[src/lpr_pkg.sv]
// shared constants for the line pixel rasterizer
package lpr_pkg;

    localparam int COORD_BITS_DEF = 6;
    localparam int COLOR_BITS     = 16;

endpackage

[src/line_pixel_rasterizer_unit.sv]
// line pixel rasterizer: line command in, pixel stream out
//
//  channel  | direction | tdata (lsb first)                        | tlast
//  s_axis   | in        | x_start, y_start, x_end, y_end, color    | -
//  m_axis   | out       | pixel_x, pixel_y, pixel_color            | last_pixel
//
//  a command is accepted, then set up, then streamed out as pixels:
//  max(|dx|,|dy|)+1 pixels for a slanted line, |delta| for a row or column line,
//  produced by the single error-accumulator step unit, one pixel per cycle unless
//  m_axis_tready is low
//  a zero-length line returns to idle after set-up with no transaction
//  s_axis_tready is high only when idle; m_axis_tready low holds the step unit
//  rst_n clears the sequencer and the output valid
module line_pixel_rasterizer_unit #(
    parameter int COORD_BITS = lpr_pkg::COORD_BITS_DEF
) (
    input  logic clk,
    input  logic rst_n,
    input  logic s_axis_tvalid,
    output logic s_axis_tready,
    // x_start, y_start, x_end, y_end, line_color
    input  logic [((4*COORD_BITS+lpr_pkg::COLOR_BITS+7)/8)*8-1:0] s_axis_tdata,
    output logic m_axis_tvalid,
    input  logic m_axis_tready,
    // pixel_x, pixel_y, pixel_color
    output logic [((2*COORD_BITS+lpr_pkg::COLOR_BITS+7)/8)*8-1:0] m_axis_tdata,
    output logic m_axis_tlast
);
    import lpr_pkg::*;

    localparam int W        = COORD_BITS;
    localparam int OUT_BITS = ((2*COORD_BITS+COLOR_BITS+7)/8)*8;
    localparam int PAD_BITS = OUT_BITS - (2*W + COLOR_BITS);

    typedef enum logic [1:0] {ST_IDLE, ST_SETUP, ST_RUN} state_t;

    state_t              state_reg, state_next;
    logic [W-1:0]        xs_reg, xs_next, ys_reg, ys_next;
    logic [W-1:0]        xe_reg, xe_next, ye_reg, ye_next;
    logic [COLOR_BITS-1:0] color_reg, color_next;
    logic [W-1:0]        cx_reg, cx_next, cy_reg, cy_next;
    logic [W-1:0]        dx_reg, dx_next, dy_reg, dy_next, dist_reg, dist_next;
    logic [W:0]          ex_reg, ex_next, ey_reg, ey_next;
    logic                negx_reg, negx_next, negy_reg, negy_next;
    logic [W:0]          rem_reg, rem_next;
    logic                ovalid_reg, ovalid_next, olast_reg, olast_next;
    logic [W-1:0]        ox_reg, ox_next, oy_reg, oy_next;
    logic [COLOR_BITS-1:0] ocolor_reg, ocolor_next;

    logic [W-1:0] dx_abs, dy_abs, x_lo, y_lo, dmax;
    logic [W:0]   ex_sum, ey_sum;
    logic         out_free;

    assign s_axis_tready = (state_reg == ST_IDLE);
    assign m_axis_tvalid = ovalid_reg;
    assign m_axis_tlast  = olast_reg;
    assign m_axis_tdata  = {{PAD_BITS{1'b0}}, ocolor_reg, oy_reg, ox_reg};
    assign out_free      = !ovalid_reg || m_axis_tready;

    assign dx_abs = (xe_reg >= xs_reg) ? xe_reg - xs_reg : xs_reg - xe_reg;
    assign dy_abs = (ye_reg >= ys_reg) ? ye_reg - ys_reg : ys_reg - ye_reg;
    assign x_lo   = (xe_reg < xs_reg) ? xe_reg : xs_reg;
    assign y_lo   = (ye_reg < ys_reg) ? ye_reg : ys_reg;
    assign dmax   = (dx_abs > dy_abs) ? dx_abs : dy_abs;
    assign ex_sum = ex_reg + {1'b0, dx_reg};
    assign ey_sum = ey_reg + {1'b0, dy_reg};

    always_comb
    begin
        state_next  = state_reg;
        xs_next     = xs_reg;
        ys_next     = ys_reg;
        xe_next     = xe_reg;
        ye_next     = ye_reg;
        color_next  = color_reg;
        cx_next     = cx_reg;
        cy_next     = cy_reg;
        dx_next     = dx_reg;
        dy_next     = dy_reg;
        dist_next   = dist_reg;
        ex_next     = ex_reg;
        ey_next     = ey_reg;
        negx_next   = negx_reg;
        negy_next   = negy_reg;
        rem_next    = rem_reg;
        ovalid_next = ovalid_reg && !m_axis_tready;
        olast_next  = olast_reg;
        ox_next     = ox_reg;
        oy_next     = oy_reg;
        ocolor_next = ocolor_reg;

        unique case (state_reg)
            ST_IDLE:
            begin
                if (s_axis_tvalid)
                begin
                    xs_next    = s_axis_tdata[W-1:0];
                    ys_next    = s_axis_tdata[2*W-1:W];
                    xe_next    = s_axis_tdata[3*W-1:2*W];
                    ye_next    = s_axis_tdata[4*W-1:3*W];
                    color_next = s_axis_tdata[4*W+COLOR_BITS-1:4*W];
                    state_next = ST_SETUP;
                end
            end
            ST_SETUP:
            begin
                // row and column lines: forced step on the major axis via a unit seed
                priority if (ys_reg == ye_reg)
                begin
                    cx_next   = x_lo;
                    cy_next   = ys_reg;
                    dx_next   = dx_abs;
                    dy_next   = '0;
                    dist_next = dx_abs;
                    ex_next   = (W+1)'(1);
                    ey_next   = '0;
                    negx_next = 1'b0;
                    negy_next = 1'b0;
                    rem_next  = {1'b0, dx_abs};
                end
                else if (xs_reg == xe_reg)
                begin
                    cx_next   = xs_reg;
                    cy_next   = y_lo;
                    dx_next   = '0;
                    dy_next   = dy_abs;
                    dist_next = dy_abs;
                    ex_next   = '0;
                    ey_next   = (W+1)'(1);
                    negx_next = 1'b0;
                    negy_next = 1'b0;
                    rem_next  = {1'b0, dy_abs};
                end
                else
                begin
                    cx_next   = xs_reg;
                    cy_next   = ys_reg;
                    dx_next   = dx_abs;
                    dy_next   = dy_abs;
                    dist_next = dmax;
                    ex_next   = '0;
                    ey_next   = '0;
                    negx_next = xe_reg < xs_reg;
                    negy_next = ye_reg < ys_reg;
                    rem_next  = {1'b0, dmax} + (W+1)'(1);
                end
                state_next = (rem_next == '0) ? ST_IDLE : ST_RUN;
            end
            ST_RUN:
            begin
                if (out_free)
                begin
                    ovalid_next = 1'b1;
                    ox_next     = cx_reg;
                    oy_next     = cy_reg;
                    ocolor_next = color_reg;
                    olast_next  = (rem_reg == (W+1)'(1));
                    rem_next    = rem_reg - (W+1)'(1);
                    ex_next     = ex_sum;
                    ey_next     = ey_sum;
                    if (ex_sum > {1'b0, dist_reg})
                    begin
                        ex_next = ex_sum - {1'b0, dist_reg};
                        cx_next = negx_reg ? cx_reg - W'(1) : cx_reg + W'(1);
                    end
                    if (ey_sum > {1'b0, dist_reg})
                    begin
                        ey_next = ey_sum - {1'b0, dist_reg};
                        cy_next = negy_reg ? cy_reg - W'(1) : cy_reg + W'(1);
                    end
                    if (rem_reg == (W+1)'(1))
                    begin
                        state_next = ST_IDLE;
                    end
                end
            end
            default:
            begin
                state_next = ST_IDLE;
            end
        endcase
    end

    always_ff @(posedge clk or negedge rst_n)
    begin
        if (!rst_n)
        begin
            state_reg  <= ST_IDLE;
            ovalid_reg <= 1'b0;
            xs_reg     <= '0;
            ys_reg     <= '0;
            xe_reg     <= '0;
            ye_reg     <= '0;
            color_reg  <= '0;
            cx_reg     <= '0;
            cy_reg     <= '0;
            dx_reg     <= '0;
            dy_reg     <= '0;
            dist_reg   <= '0;
            ex_reg     <= '0;
            ey_reg     <= '0;
            negx_reg   <= 1'b0;
            negy_reg   <= 1'b0;
            rem_reg    <= '0;
            olast_reg  <= 1'b0;
            ox_reg     <= '0;
            oy_reg     <= '0;
            ocolor_reg <= '0;
        end
        else
        begin
            state_reg  <= state_next;
            ovalid_reg <= ovalid_next;
            xs_reg     <= xs_next;
            ys_reg     <= ys_next;
            xe_reg     <= xe_next;
            ye_reg     <= ye_next;
            color_reg  <= color_next;
            cx_reg     <= cx_next;
            cy_reg     <= cy_next;
            dx_reg     <= dx_next;
            dy_reg     <= dy_next;
            dist_reg   <= dist_next;
            ex_reg     <= ex_next;
            ey_reg     <= ey_next;
            negx_reg   <= negx_next;
            negy_reg   <= negy_next;
            rem_reg    <= rem_next;
            olast_reg  <= olast_next;
            ox_reg     <= ox_next;
            oy_reg     <= oy_next;
            ocolor_reg <= ocolor_next;
        end
    end

endmodule
[config.mk]
export PLATFORM = sky130hd
export DESIGN_NAME = line_pixel_rasterizer_unit
export DESIGN_NICKNAME = d
export VERILOG_FILES = /design/src/lpr_pkg.sv /design/src/line_pixel_rasterizer_unit.sv
export SDC_FILE = /design/constraint.sdc
export NUM_CORES = 1
export LEC_CHECK = 0
export BUFFER_PORTS_ARGS = -buffer_cell sky130_fd_sc_hd__clkbuf_2
export CORE_MARGIN = 1.5
export CORE_UTILIZATION = 35
export DETAILED_ROUTE_END_ITERATION = 10
export GPL_ROUTABILITY_DRIVEN = 0
export PLACE_DENSITY = 0.53
export SYNTH_ARGS = -nofsm -noshare
export SYNTH_HDL_FRONTEND = slang
export SYNTH_SLANG_ARGS = --single-unit
export TNS_END_PERCENT = 20
[constraint.sdc]
create_clock -name clk -period 4.8 [get_ports clk]
set_input_delay 0.48 -clock clk [delete_from_list [all_inputs] [get_ports clk]]
set_output_delay 0.48 -clock clk [all_outputs]
set_load 0.05 [all_outputs]
==> flow_summary.json <==
{
  "drc_errors": 0,
  "drt_iter0_drc": 329,
  "top_layer": "met4",
  "worst-setup-path-type": "reg -> reg",
  "final.period_utilization_pct": 101.0,
  "cts_made_buffers": 17,
  "synthFlopType": "dfrtp_1",
  "synth_xor_area_share_pct": 2.957,
  "synth_edf_count": 0,
  "multi_input_comb_area_mm2": 0.004612,
  "grt_pass1_wl_mm": 32.75,
  "ctsHoldBuffers": 0,
  "wl_per_cell_um": 16.00,
  "fillCellCount": 2228,
  "hpwl_mm": 14.71,
  "reg2regPathDepth": 20,
  "dr_wl_met3_um": 836,
  "synthesis.area_mm2": 0.007996,
  "irDropWorstVdd_mv": 0.2085,
  "grt-ovfl-total": 0,
  "die_w_um": 154.2,
  "wl_mm": 20.10,
  "synthDistinctLibCells": 65,
  "total_power_mw": 3.233,
  "start_util_pct": 35.54,
  "violations": "setup timing",
  "crit_start": "ye_reg[0]",
  "clock-sinks": 125,
  "insertedDiodeCount": 0,
  "tightest_slew_ns": 0.7994,
  "rsz0062_at_grt": "yes",
  "rrSetupSlack_ns": -0.05,
  "antenna_left": 0,
  "setup_viol": 1,
  "fp-row-count": 55,
  "io_buffer_count": 74,
  "arrival_ns": 5.12,
  "die-area_mm2": 0.02376,
  "final_max_slew_viol_count": 0,
  "r2r_start": "ye_reg[0]",
  "fp.dieH_um": 154.2,
  "worstReg2RegEnd": "rem_reg[3]",
  "syn-instance-count": 849,
  "fin_cells": 1256,
  "wirelength_met1_mm": 10.10,
  "area.growth.synth_to_final_pct": 21.23,
  "hp-class": "in -> async",
  "hold_viol_final": 0,
  "cts_root_buffer": "clkbuf_16",
  "yosysWarnings": 0,
  "regArea_mm2": 0.003128,
  "synth_compound_area_share_pct": 18.35,
  "synth-async-reset-ratio_pct": 100.0,
  "synthAdderAreaFrac_pct": 12.36,
  "synth_top_family_by_area": "compound AO/OA/AOI/OAI gates",
  "drive_gt1_share_pct": 24.92,
  "antenna_found_initial": 1,
  "grt_util_all_layers_pct": 17.58,
  "ys_seq_area_share_pct": 39.12,
  "nNetsFinal": 1075,
  "cp-end-kind": "register",
  "power.density_mw_per_mm2": 333.5,
  "first_pass_iters": 5,
  "synth_seq_cells": 125,
  "finalClockSkew_ns": 0.01450,
  "postSynthAreaPerCell_um2": 9.419,
  "critPathMaxFanout": 5,
  "post-route-cell-area_mm2": 0.009694,
  "fin_crit_ns": 4.846,
  "boundaryPins": 79,
  "clkLatencyLatePin_ns": 0.42,
  "route.met2.wl_mm": 8.845,
  "synthMuxAreaShare_pct": 8.528,
  "cap_viol_max_count": 0,
  "status": "finished with violations",
  "grt_pass1_vias": 6165,
  "post-place-cells": 1205,
  "clk_pin_slew_ns": 0.07,
  "synth-simple-area-share_pct": 13.35,
  "clockBufferDepth": 2,
  "dpl_cell_area_mm2": 0.008818,
  "finalWorstSetupSlack_ns": -0.04605,
  "fmax_mhz": 206.4,
  "grt_max_degree": 83,
  "critPathRequiredTime_ns": 5.07,
  "start_kind": "register",
  "coreArea_mm2": 0.02250,
  "vias_per_cell": 5.119,
  "slew_headroom_pct": 46.70,
  "cts_tree": "built",
  "htreeDepth": 4,
  "num_vias": 6430,
  "p_leak_nw": 4.629,
  "critical_path.endpoint": "rem_reg[3]"
}
## per-stage QoR
step | util, % | hold WS, ns | worst slack [ns] | TNS, ns
after floorplan | - | 0.1844 | 0.03250 | 0
after global placement | 39.19 | 0.4633 | 0.1031 | 0
after detailed placement | 39.19 | 0.4709 | -0.001279 | -0.001279
after CTS | 41.95 | 0.1514 | 0.001437 | 0
after global routing | 43.08 | 0.1630 | -0.2563 | -0.5365
final | 43.08 | 0.08911 | -0.04605 | -0.04605
## cells in the final DEF (no fill, tap or decap), types with 17 or more instances in the layout
cell       Yosys  final
nor2_1        45     45
ha_1          63     58
inv_1         63     59
clkbuf_16      0     17
clkbuf_2       0     73
nand2_1       88     87
nand3_1       24     24
xnor2_1       24     23
mux2_2        49     49
buf_4          5     50
o21ai_0       86     84
a21o_1        17     17
dfrtp_1      125    125
a21oi_1       59     57
## layout make-up
class | count | area share [%]
repair buffers | 127 | 8.105
inverters | 63 | 2.439
well taps | 285 | 3.678
clock inverters | 15 | 1.549
clock buffers | 17 | 4.388
multi-input cells | 624 | 47.57
flip-flops and latches | 125 | 32.27
## kinds of logic (layout without fill, tap and decap cells)
logic type                 count (synthesis)  count (layout)
AOI/OAI and AO/OA                        236             236
other                                      1               4
adders and majority gates                 73              73
buffers and inverters                    103             222
xor gates and xnor gates                  27              27
DFF                                      125             125
muxes                                     62              62
and+or+nand+nor                          222             222
## per-layer routing
layer	vias to the layer above	track usage, %
li1	3205	-
met3	21	3.269
met5	-	0
met2	138	26.65
met1	3066	25.50
met4	0	5.039
## where the power goes
part,total [mW],internal [mW],switching (mW)
clock network,1.28,0.730,0.554
logic,0.768,0.318,0.450
registers,1.18,1.13,0.0566
## worst min-delay path by stage
stage                     start           end  slack [ns]  cells past startpoint
global route              rst_n     ex_reg[5]        0.16                      1
global placement      ox_reg[1]     ox_reg[1]        0.46                      2
CTS                       rst_n     ex_reg[4]        0.15                      1
floorplan                 rst_n  color_reg[0]        0.18                      0
finish                    rst_n     ex_reg[5]        0.09                      1
detailed placement  dist_reg[5]   dist_reg[5]        0.47                      2
## critical path: stages (launching register included)
cell and delay (ns):
dfrtp_1 0.39, inv_2 0.08, ha_4 0.13, inv_1 0.05, fa_2 0.39, a211o_1 0.32, nor3b_4 0.17, or2_4 0.28
mux2i_4 0.20, xnor2_2 0.30, ha_4 0.25, o21ai_0 0.07, nor2_1 0.07, o32a_1 0.41, buf_6 0.15, o32a_1 0.36
or4_1 0.49, a21oi_1 0.16, o21ai_1 0.09, a311oi_1 0.28, a21oi_1 0.06
## cells in the mapped netlist, drive strengths merged, types with 17 or more instances
cell type,instances,area [um^2]
nand2,88,330.3
nand3,24,120.1
mux2,49,551.8
ha,63,788.3
clkbuf,31,116.4
xnor2,24,210.2
nor2,46,175.2
a21o,17,127.6
o21ai,90,450.4
dfrtp,125,3128
inv,63,236.5
a21oi,59,295.3
## what timing repair did
action,in CTS,in global routing
pin swaps,6,19
endpoints found under the setup margin,2,10
buffers inserted,5,14
resized for setup,2,29
(Power assumes the default switching activity.)
